<file path="config.mk">
export PLATFORM = sky130hd
export DESIGN_NAME = double_ended_queue_top_flat
export DESIGN_NICKNAME = d
export VERILOG_FILES = /design/src/hdl/dq_pkg.sv /design/src/hdl/dq_if.sv /design/src/hdl/dq_cell.sv /design/src/hdl/dq_chain.sv /design/src/hdl/double_ended_queue_top.sv /design/src/flat_wrapper.sv
export VERILOG_INCLUDE_DIRS = /design/src /design/src/hdl
export SDC_FILE = /design/constraint.sdc
export NUM_CORES = 1
export LEC_CHECK = 0
export BUFFER_PORTS_ARGS = -buffer_cell sky130_fd_sc_hd__buf_2
export CAP_MARGIN = 30
export CORE_MARGIN = 2
export CORE_UTILIZATION = 60
export CTS_CLUSTER_DIAMETER = 120
export DETAILED_ROUTE_END_ITERATION = 8
export HOLD_SLACK_MARGIN = 0.1
export PLACE_DENSITY = 0.77
export SETUP_SLACK_MARGIN = 0.15
export SLEW_MARGIN = 10
export SYNTH_ARGS = -nofsm -noshare
export SYNTH_HDL_FRONTEND = slang
export SYNTH_HIERARCHICAL = 1
export SYNTH_SLANG_ARGS = --single-unit
export TNS_END_PERCENT = 100
</file>
<file path="constraint.sdc">
create_clock -name clk -period 6.6 [get_ports clk]
set_input_delay 0.33 -clock clk [delete_from_list [all_inputs] [get_ports clk]]
set_output_delay 0.33 -clock clk [all_outputs]
set_load 0.01 [all_outputs]
</file>
<file path="src/hdl/assert_macros.svh">
`ifndef ASSERT_MACROS_SVH
`define ASSERT_MACROS_SVH

// Clocked check, off while in reset.
`define DQ_ASSERT(label, prop, msg) \
  label: assert property (@(posedge clk) disable iff (!rst_n) prop) else $error(msg);

// Invariant that must hold at every edge out of reset.
`define DQ_INVARIANT(label, expr, msg) \
  `DQ_ASSERT(label, (expr), msg)

`endif

</file>
<file path="src/hdl/dq_pkg.sv">
`timescale 1ns / 1ps

package dq_pkg;

  localparam int DEPTH_DEF = 16;
  localparam int WORD_W    = 32;
  localparam int CMD_W     = 3;
  localparam int STATUS_W  = 2;

  typedef enum logic [CMD_W-1:0] {
    CMD_PUSH_FRONT = 3'd0,
    CMD_PUSH_REAR  = 3'd1,
    CMD_POP_FRONT  = 3'd2,
    CMD_POP_REAR   = 3'd3,
    CMD_CLEAR      = 3'd4,
    CMD_PEEK       = 3'd5
  } dq_cmd_t;

  typedef enum logic [STATUS_W-1:0] {
    ST_OK        = 2'd0,
    ST_OVERFLOW  = 2'd1,
    ST_UNDERFLOW = 2'd2
  } dq_status_t;

  // What a row of cells does this cycle.
  typedef enum logic [2:0] {
    OP_HOLD,
    OP_INS_HEAD,
    OP_ADD_TAIL,
    OP_DEL_HEAD,
    OP_DEL_TAIL,
    OP_CLEAR
  } dq_op_t;

  typedef struct packed {
    logic                     valid;
    logic signed [WORD_W-1:0] word;
  } dq_slot_t;

endpackage

</file>
<file path="src/hdl/dq_if.sv">
`timescale 1ns / 1ps

interface dq_in_if;
  logic                             valid;
  logic                             ready;
  logic [dq_pkg::CMD_W-1:0]         cmd;
  logic signed [dq_pkg::WORD_W-1:0] value;

  modport source (output valid, output cmd, output value, input ready);
  modport sink   (input valid, input cmd, input value, output ready);
endinterface

interface dq_out_if #(
  parameter int CNT_W = 5
);
  logic                             valid;
  logic                             ready;
  logic signed [dq_pkg::WORD_W-1:0] front_word;
  logic signed [dq_pkg::WORD_W-1:0] rear_word;
  logic [CNT_W-1:0]                 count;
  logic                             is_empty;
  logic [dq_pkg::STATUS_W-1:0]      status;

  modport source (output valid, output front_word, output rear_word, output count,
                  output is_empty, output status, input ready);
  modport sink   (input valid, input front_word, input rear_word, input count,
                  input is_empty, input status, output ready);
endinterface

</file>
<file path="src/hdl/dq_cell.sv">
`timescale 1ns / 1ps

module dq_cell (
  input  logic                             clk,
  input  logic                             rst_n,
  input  dq_pkg::dq_op_t                   op,
  input  logic signed [dq_pkg::WORD_W-1:0] value,
  input  dq_pkg::dq_slot_t                 left,
  input  dq_pkg::dq_slot_t                 right,
  output dq_pkg::dq_slot_t                 slot
);

  dq_pkg::dq_slot_t slot_r;
  dq_pkg::dq_slot_t slot_nxt;

  always_comb begin
    slot_nxt = slot_r;
    unique case (op)
      dq_pkg::OP_INS_HEAD: slot_nxt = left;
      dq_pkg::OP_ADD_TAIL: begin
        if (left.valid && !slot_r.valid) begin
          slot_nxt.valid = 1'b1;
          slot_nxt.word  = value;
        end
      end
      dq_pkg::OP_DEL_HEAD: slot_nxt = right;
      dq_pkg::OP_DEL_TAIL: begin
        if (slot_r.valid && !right.valid) begin
          slot_nxt.valid = 1'b0;
        end
      end
      dq_pkg::OP_CLEAR: slot_nxt.valid = 1'b0;
      default: slot_nxt = slot_r;
    endcase
  end

  always_ff @(posedge clk) begin
    if (!rst_n) begin
      slot_r.valid <= 1'b0;
    end else begin
      slot_r.valid <= slot_nxt.valid;
    end
    slot_r.word <= slot_nxt.word;
  end

  assign slot = slot_r;

endmodule

</file>
<file path="src/hdl/dq_chain.sv">
`timescale 1ns / 1ps

module dq_chain #(
  parameter int DEPTH = dq_pkg::DEPTH_DEF
) (
  input  logic                             clk,
  input  logic                             rst_n,
  input  dq_pkg::dq_op_t                   op,
  input  logic signed [dq_pkg::WORD_W-1:0] value,
  output dq_pkg::dq_slot_t                 head
);

  dq_pkg::dq_slot_t slots [DEPTH];
  dq_pkg::dq_slot_t lefts [DEPTH];
  dq_pkg::dq_slot_t rights[DEPTH];

  // Head cell takes the new word from outside; tail cell sees an empty neighbor.
  always_comb begin
    for (int i = 0; i < DEPTH; i++) begin
      if (i == 0) begin
        lefts[i].valid = 1'b1;
        lefts[i].word  = value;
      end else begin
        lefts[i] = slots[i-1];
      end
      if (i == DEPTH - 1) begin
        rights[i].valid = 1'b0;
        rights[i].word  = '0;
      end else begin
        rights[i] = slots[i+1];
      end
    end
  end

  for (genvar g = 0; g < DEPTH; g++) begin : g_cell
    dq_cell u_cell (
      .clk   (clk),
      .rst_n (rst_n),
      .op    (op),
      .value (value),
      .left  (lefts[g]),
      .right (rights[g]),
      .slot  (slots[g])
    );
  end

  assign head = slots[0];

endmodule

</file>
<file path="src/hdl/double_ended_queue_top.sv">
`timescale 1ns / 1ps

// Bounded deque of DEPTH signed 32-bit words. One command item is taken per
// cycle; its result (front and rear words, count, empty flag, status) shows
// on the output in the cycle after, and the next item is taken in the same
// cycle as that result is taken, so the rate is one item per cycle while the
// output is drained. in ready drops only while a result waits unread. The
// words live in two rows of DEPTH cells; inserting or deleting at the first
// cell shifts a row one place. One row is ordered from the front, one from
// the rear, so both end words come straight from the first cell of a row.
// The out count port is $clog2(DEPTH+1) bits wide. Push when full reports
// overflow and pop when empty underflow; both leave the queue unchanged.
module double_ended_queue_top #(
  parameter int DEPTH = dq_pkg::DEPTH_DEF
) (
  input  logic            clk,
  input  logic            rst_n,
  dq_in_if.sink           in_if,
  dq_out_if.source        out_if
);

  `include "assert_macros.svh"

  localparam int CNT_W = $clog2(DEPTH + 1);

  logic                   in_acc;
  dq_pkg::dq_cmd_t        cmd_e;
  logic                   full;
  logic                   empty;
  dq_pkg::dq_op_t         front_op;
  dq_pkg::dq_op_t         rear_op;
  dq_pkg::dq_slot_t       front_head;
  dq_pkg::dq_slot_t       rear_head;
  logic [CNT_W-1:0]       count_r;
  logic [CNT_W-1:0]       count_nxt;
  dq_pkg::dq_status_t     status_r;
  dq_pkg::dq_status_t     status_nxt;
  logic                   out_valid_r;
  logic                   out_valid_nxt;
  logic                   push_f_ok;
  logic                   push_r_ok;
  logic                   rows_agree;

  assign in_if.ready = !out_valid_r || out_if.ready;
  assign in_acc      = in_if.valid && in_if.ready;
  assign cmd_e       = dq_pkg::dq_cmd_t'(in_if.cmd);
  assign full        = (count_r == CNT_W'(DEPTH));
  assign empty       = (count_r == '0);

  // Front row is ordered front first, rear row rear first.
  always_comb begin
    front_op   = dq_pkg::OP_HOLD;
    rear_op    = dq_pkg::OP_HOLD;
    count_nxt  = count_r;
    status_nxt = dq_pkg::ST_OK;
    if (in_acc) begin
      unique case (cmd_e)
        dq_pkg::CMD_PUSH_FRONT: begin
          if (full) begin
            status_nxt = dq_pkg::ST_OVERFLOW;
          end else begin
            front_op  = dq_pkg::OP_INS_HEAD;
            rear_op   = dq_pkg::OP_ADD_TAIL;
            count_nxt = count_r + CNT_W'(1);
          end
        end
        dq_pkg::CMD_PUSH_REAR: begin
          if (full) begin
            status_nxt = dq_pkg::ST_OVERFLOW;
          end else begin
            front_op  = dq_pkg::OP_ADD_TAIL;
            rear_op   = dq_pkg::OP_INS_HEAD;
            count_nxt = count_r + CNT_W'(1);
          end
        end
        dq_pkg::CMD_POP_FRONT: begin
          if (empty) begin
            status_nxt = dq_pkg::ST_UNDERFLOW;
          end else begin
            front_op  = dq_pkg::OP_DEL_HEAD;
            rear_op   = dq_pkg::OP_DEL_TAIL;
            count_nxt = count_r - CNT_W'(1);
          end
        end
        dq_pkg::CMD_POP_REAR: begin
          if (empty) begin
            status_nxt = dq_pkg::ST_UNDERFLOW;
          end else begin
            front_op  = dq_pkg::OP_DEL_TAIL;
            rear_op   = dq_pkg::OP_DEL_HEAD;
            count_nxt = count_r - CNT_W'(1);
          end
        end
        dq_pkg::CMD_CLEAR: begin
          front_op  = dq_pkg::OP_CLEAR;
          rear_op   = dq_pkg::OP_CLEAR;
          count_nxt = '0;
        end
        default: begin
        end
      endcase
    end
  end

  always_comb begin
    out_valid_nxt = out_valid_r;
    if (in_acc) begin
      out_valid_nxt = 1'b1;
    end else if (out_if.ready) begin
      out_valid_nxt = 1'b0;
    end
  end

  always_ff @(posedge clk) begin
    if (!rst_n) begin
      count_r     <= '0;
      out_valid_r <= 1'b0;
      status_r    <= dq_pkg::ST_OK;
    end else begin
      count_r     <= count_nxt;
      out_valid_r <= out_valid_nxt;
      if (in_acc) begin
        status_r <= status_nxt;
      end
    end
  end

  dq_chain #(.DEPTH(DEPTH)) u_front (
    .clk   (clk),
    .rst_n (rst_n),
    .op    (front_op),
    .value (in_if.value),
    .head  (front_head)
  );

  dq_chain #(.DEPTH(DEPTH)) u_rear (
    .clk   (clk),
    .rst_n (rst_n),
    .op    (rear_op),
    .value (in_if.value),
    .head  (rear_head)
  );

  assign out_if.valid      = out_valid_r;
  assign out_if.front_word = front_head.valid ? front_head.word : '1;
  assign out_if.rear_word  = rear_head.valid ? rear_head.word : '1;
  assign out_if.count      = count_r;
  assign out_if.is_empty   = empty;
  assign out_if.status     = status_r;

  assign push_f_ok  = in_acc && (cmd_e == dq_pkg::CMD_PUSH_FRONT) && !full;
  assign push_r_ok  = in_acc && (cmd_e == dq_pkg::CMD_PUSH_REAR) && !full;
  assign rows_agree = (front_head.valid == rear_head.valid) && (front_head.valid == !empty);

  `DQ_INVARIANT(a_count_bound, count_r <= CNT_W'(DEPTH), "count above depth")
  `DQ_INVARIANT(a_heads_match, rows_agree, "rows disagree with count")
  `DQ_ASSERT(a_push_front, push_f_ok |=> front_head.word == $past(in_if.value), "front word lost")
  `DQ_ASSERT(a_push_rear, push_r_ok |=> rear_head.word == $past(in_if.value), "rear word lost")

endmodule

</file>
<file path="src/flat_wrapper.sv">
// flat-port wrapper written by rule: the top's interface ports become plain ports
module double_ended_queue_top_flat import dq_pkg::*;
#(
  parameter int DEPTH = dq_pkg::DEPTH_DEF
)
  (clk, rst_n, in_if_valid, in_if_cmd, in_if_value, in_if_ready, out_if_valid, out_if_front_word, out_if_rear_word, out_if_count, out_if_is_empty, out_if_status, out_if_ready);
  dq_in_if in_if_i ();
  dq_out_if #(.CNT_W(($clog2(DEPTH + 1)))) out_if_i ();
  input  logic clk;
  input  logic rst_n;
  input wire logic [$bits(in_if_i.valid)-1:0] in_if_valid;
  input wire logic [$bits(in_if_i.cmd)-1:0] in_if_cmd;
  input wire logic [$bits(in_if_i.value)-1:0] in_if_value;
  output wire logic [$bits(in_if_i.ready)-1:0] in_if_ready;
  output wire logic [$bits(out_if_i.valid)-1:0] out_if_valid;
  output wire logic [$bits(out_if_i.front_word)-1:0] out_if_front_word;
  output wire logic [$bits(out_if_i.rear_word)-1:0] out_if_rear_word;
  output wire logic [$bits(out_if_i.count)-1:0] out_if_count;
  output wire logic [$bits(out_if_i.is_empty)-1:0] out_if_is_empty;
  output wire logic [$bits(out_if_i.status)-1:0] out_if_status;
  input wire logic [$bits(out_if_i.ready)-1:0] out_if_ready;
  assign in_if_i.valid = in_if_valid;
  assign in_if_i.cmd = in_if_cmd;
  assign in_if_i.value = in_if_value;
  assign in_if_ready = in_if_i.ready;
  assign out_if_valid = out_if_i.valid;
  assign out_if_front_word = out_if_i.front_word;
  assign out_if_rear_word = out_if_i.rear_word;
  assign out_if_count = out_if_i.count;
  assign out_if_is_empty = out_if_i.is_empty;
  assign out_if_status = out_if_i.status;
  assign out_if_i.ready = out_if_ready;
  double_ended_queue_top #(.DEPTH(DEPTH)) u_core (.clk(clk), .rst_n(rst_n), .in_if(in_if_i), .out_if(out_if_i));
endmodule
</file>
[Yosys cells after proc, flatten, opt, wreduce, memory -nomap -nowiden]
Cells that the tools add are included.
Word-level totals
  input port bits: 39
  bits in registers: 1064
  logic and storage cells: 434
  output and inout port bits: 74
Operators by class
  $add $sub $neg: 2
  reduce and logical (&&, ||, !) cells: 142
  mux-type cells: 144
  equal/unequal tests: 79
Operators by type and width (number)
  $pmux 32 s3: 32
  $mux 33: 30
  $pmux 1 s5: 30
  $mux 32: 4
  $ne 2x1->1 const B: 60
  $reduce_and 3->1: 28
  $reduce_and 2->1: 36
  $mux 1: 34
  $logic_and 1x1->1: 31
  $logic_not 1->1: 31
  $pmux 3 s5: 2
  $eq 3x2->1 const B: 6
  $eq 3x3->1 const B: 5
  $pmux 5 s3: 1
  $reduce_bool 3->1: 5
  $mux 5: 2
  $reduce_bool 5->1: 2
  $eq 3x1->1 const B: 3
  $mux 3: 3
  $ne 2x2->1 const B: 4
  $mux 2: 3
  $pmux 1 s3: 2
  $reduce_or 3->1: 2
  $add 5x1->5 const B: 1
  9 further kinds: 10

[Depth between registers and ports, before layout]
  depth in word-level cells: 8
  gate-level depth with buffers: 10
  depth with buffers taken out: 8

[Modules after synthesis]
Netlist, hierarchy kept.
Modules (own cells, without submodules)
  dq_cell: seq. area each 980.9 um^2, times used 32, cells each 152, area an instance 1714.1 um^2
  double_ended_queue_top: seq. area each 160.2 um^2, times used 1, cells each 156, area an instance 1136.1 um^2
  dq_chain: seq. area each 0.0 um^2, times used 2, cells each 2, area an instance 7.5 um^2

[Worst setup path after synthesis]
No wires, ideal clock.
  path kind: reg2reg
  from: reg u_core.count_r[4] (netlist: u_core/out_if.count[4])
  to: reg u_core.u_rear.g_cell[0].u_cell.slot_r, in the netlist u_core/u_rear/g_cell[0].u_cell/slot[0] (enable)
  buffers on the path: 1
  required time: 5.943 ns
  library setup time: 0.657 ns
  path slack: 0.537 ns
  arrival time: 5.406 ns
  stages on the path, launching flop included: 6
  clock period less this slack: 6.063 ns
  cells stage by stage: dfxtp_1 clkbuf_1 nand2b_1 a21oi_1 nor3_1 nor2_1
Between the ends
  longest elaborated chain between the ends: 7
  elaborated cells on any way between the ends: 14
  classes of those cells: eq/ne: 5; mux: 6; reduce/logical: 3
RTL lines
  start: declaration: line double_ended_queue_top.sv:34  | logic [CNT_W-1:0] count_r;
  start signal: assignment: line double_ended_queue_top.sv:120  | count_r <= count_nxt;
  $logic_not 5->1 (*): line double_ended_queue_top.sv:48  | assign empty = (count_r == '0);
  $mux 3 (*): line double_ended_queue_top.sv:77  | if (empty) begin
  $pmux 3 s5 (*): line double_ended_queue_top.sv:57  | unique case (cmd_e)
  $mux 3 (*): line double_ended_queue_top.sv:56  | if (in_acc) begin
  via u_core.rear_op[2]: line double_ended_queue_top.sv:31  | dq_pkg::dq_op_t rear_op;
  $eq 3x2->1 or $eq 3x1->1 (tied branches): line dq_cell.sv:18  | unique case (op)
  $ne 2x2->1 (no line) or $reduce_bool 3->1 (tied branches)
  $reduce_and 2->1 (no line) (*)
  end: declaration: line dq_cell.sv:13  | dq_pkg::dq_slot_t slot_r;
The timed path passes the listed nets; every way through them passes the cells marked *.
A chain may end at the register's enable or synchronous reset.

==> flow_summary.json <==
{
  "status": "finished clean",
  "layout-drive-gt1-share": 0.0836,
  "synth_most_common_cell": "nand2_1",
  "reg2reg_slack_ns": 2.74,
  "finalHoldViolCount": 0,
  "insertion_delay_ns": 0.67,
  "internal_power_mw": 11.9,
  "ios": 113,
  "cts-buffers-inserted": 108,
  "synthArstFlopShare": 0,
  "setup_violations": 0,
  "wirelength_um": 133000,
  "core-area_um2": 92900,
  "synth_edf_count": 1024,
  "ff2ff_path_depth": 8,
  "fmax_mhz": 259,
  "swShare": 0.244,
  "antenna_left": 0,
  "hold_depth": 4,
  "ir_drop_v": 0.000224,
  "grt_setup_unrepaired": "false",
  "clk_pin_slew_ns": 0.06,
  "cts.sinks": 1064,
  "clockPowerShare": 0.376,
  "cp_cell_sequence": "or4_4 -> a21oi_1 -> o32a_2 -> nor2_4 -> buf_12 -> buf_12 -> mux2i_1 -> o21ai_0",
  "ys_seq_area_frac": 0.563,
  "cp.depth": 8,
  "synth_cell_types": 42,
  "cp-endpoint": "u_core/u_rear/g_cell[9].u_cell/slot[0]",
  "cp-end-kind": "flip-flop",
  "cp.arrival_ns": 4.25,
  "synth_flop_cell": "edfxtp_1",
  "skew_ns": 0.0216,
  "tightest_slew_ns": 1.11,
  "slowest_stage": "buf_12",
  "grt_overflow": 0,
  "yosys-top-cells-count": "1060 x nand2_1, 1059 x mux2i_1, 1058 x o21ai_0",
  "syn_to_final_growth_pct": 9.88,
  "drc_errors": 0,
  "p_comb_frac": 0.113,
  "start_util": 0.603,
  "syn_inst": 5024,
  "vias_per_cell": 6.11,
  "dp_hpwl_um": 82400,
  "grt_max_degree": 149,
  "netlist_area_um2": 56000,
  "yosys.area.top_type_share": 0.549,
  "pre_cts_ws_ns": 2.83,
  "setup_tns_ns": 0,
  "p_per_area_nw_per_um2": 256,
  "p_seq_frac": 0.511,
  "drt_iter0_drc": 4939,
  "grt_pass1_wl_um": 205000,
  "synth_seq_cells": 1064,
  "start_kind": "flip-flop",
  "crit_family": "buffers and inverters",
  "drv_slew": 0,
  "port_buffers": 112,
  "final_util": 0.662,
  "nNetsFinal": 5098,
  "gp_congestion": 0.786,
  "final_cells": 6398,
  "cp.required_ns": 6.99,
  "fin_crit_ns": 3.86,
  "path_buf_inv": 2,
  "grt_usage": 0.269,
  "synth_warnings": 6,
  "rr_endpoint": "u_core/u_rear/g_cell[9].u_cell/slot[0]",
  "clock_path_buffers": 3,
  "worst_path_most_repeated_cell": "buf_12",
  "die_w_um": 310,
  "cap_violations": 0,
  "antenna_found_initial": 5,
  "switchingPower_mw": 3.84,
  "wire_per_inst_um": 20.7,
  "setup_ws_ns": 2.74,
  "synth_area_leader_cell": "edfxtp_1",
  "first_global_vias": 35500,
  "hold_start": "in_if_cmd[2]",
  "num_vias": 39100,
  "synth_area_leaders": "edfxtp_1 55%, mux2i_1 19%, o21ai_0 9.5%",
  "hold_path_class": "in -> reg",
  "slowest_delay_ns": 0.74,
  "die_area_um2": 95800,
  "crit_type": "reg -> reg",
  "r2r_start": "u_core/out_if.count[1]",
  "relSlewSlack": 0.258,
  "drt-pass1-iter-count": 6,
  "cts-root-buf": "clkbuf_16",
  "post-route-period-util": 0.584,
  "crit_path_max_fanout": 148,
  "htreeDepth": 3,
  "synth_area_per_cell_um2": 11.1,
  "antenna_cells": 0,
  "tritoncts": "yes",
  "die_y_um": 310,
  "cp-startpoint": "u_core/out_if.count[1]",
  "fp-row-count": 112,
  "leakage_nw": 21.6,
  "dp_cells": 6173
}
tightest hold or removal path: stages:
cell	delay (ns)
buf_2	0.23
nor4b_4	0.08
mux2i_1	0.16
nor2b_1	0.07
kinds of logic (layout without fill, tap and decap cells):
logic type | after synthesis | after routing | synth area share
AOI/OAI and AO/OA | 1203 | 1203 | 0.115
xor gates and xnor gates | 6 | 6 | 0.000938
adders and majority gates | 3 | 3 | 0.000670
buffers and inverters | 463 | 513 | 0.0421
DFF | 1064 | 1064 | 0.563
muxes | 1059 | 1059 | 0.189
other | 4 | 74 | 0.000268
and+or+nand+nor | 1222 | 1222 | 0.0881
power by group through the flow:
stage / Sequential (mW) / Clock [mW] / Combinational [mW]
floorplan: 8.10 / 0 / 1.24
global placement: 8.16 / 0 / 1.61
detailed placement: 8.18 / 0 / 1.70
CTS: 8.03 / 5.99 / 1.72
global route: 8.07 / 6.23 / 1.97
finish: 8.04 / 5.92 / 1.78
through the flow:
step | hold slack, ns | instance area (um2) | total power, mW
floorplan | 0.452 | 56300 | 9.34
global placement | 0.449 | 57200 | 9.77
detailed placement | 0.478 | 57500 | 9.88
CTS | 0.229 | 60900 | 15.7
global route | 0.310 | 61500 | 16.3
finish | 0.265 | 61500 | 15.7
how the worst min path moves through the flow:
stage / endpoint / slack, ns
global route: u_core/out_if.status[0] / 0.31
floorplan: u_core/out_if.count[0] / 0.45
finish: u_core/out_if.status[0] / 0.27
global placement: u_core/out_if.status[1] / 0.45
CTS: u_core/out_if.status[0] / 0.23
detailed placement: u_core/out_if.status[1] / 0.48
registers in the layout (all words and copies together) (netlist names):
signal                             count
u_core/out_if.valid                    1
u_core/out_if.status                   2
u_core/u_front/g_cell.u_cell/slot    528
u_core/out_if.count                    5
u_core/u_rear/g_cell.u_cell/slot     528
cells in the final DEF (no fill, tap or decap), types with 4 or more instances in the layout:
| cell type | instances |
|---|---|
| nand2_1 | 1060 |
| mux2i_1 | 1059 |
| o21ai_0 | 1058 |
| edfxtp_1 | 1024 |
| buf_2 | 112 |
| clkbuf_16 | 111 |
| inv_1 | 100 |
| conb_1 | 74 |
| nand2b_1 | 68 |
| buf_4 | 55 |
| clkbuf_1 | 44 |
| dfxtp_1 | 40 |
| a31oi_1 | 34 |
| nand2b_2 | 32 |
| a211oi_1 | 32 |
| a2111oi_1 | 32 |
| a31o_1 | 32 |
| nor2_2 | 30 |
| buf_16 | 23 |
| buf_12 | 23 |
| clkbuf_8 | 13 |
| clkinv_1 | 13 |
| clkinv_2 | 10 |
| a21oi_1 | 6 |
| bufinv_16 | 5 |
| nand3_1 | 5 |
| xor2_1 | 4 |
| nor2_4 | 4 |
per-layer routing:
layer	up-vias	global-route usage	part of all wire
li1	18300	-	-
met1	18700	0.458	0.49
met2	1958	0.355	0.39
met3	135	0.0374	0.098
met4	10	0.0645	0.022
met5	-	0	0.00043
area by class of cell:
cell class,count,area [um2]
inverter,100,375
multi-input combinational,3567,22600
sequential,1064,31600
tap,1254,1570
fill,6840,31400
timing repair buffer,215,2090
clock buffer,168,3120
clock inverter,30,265
timing repair:
item                                    4_1_cts  5_1_grt
hold buffers                                  2        0
endpoints found under the hold margin         1        0
endpoints found under the setup margin        0        0
resized for setup                             0        0
buffers inserted                              0        0
Power figures use the tool's default switching activity.
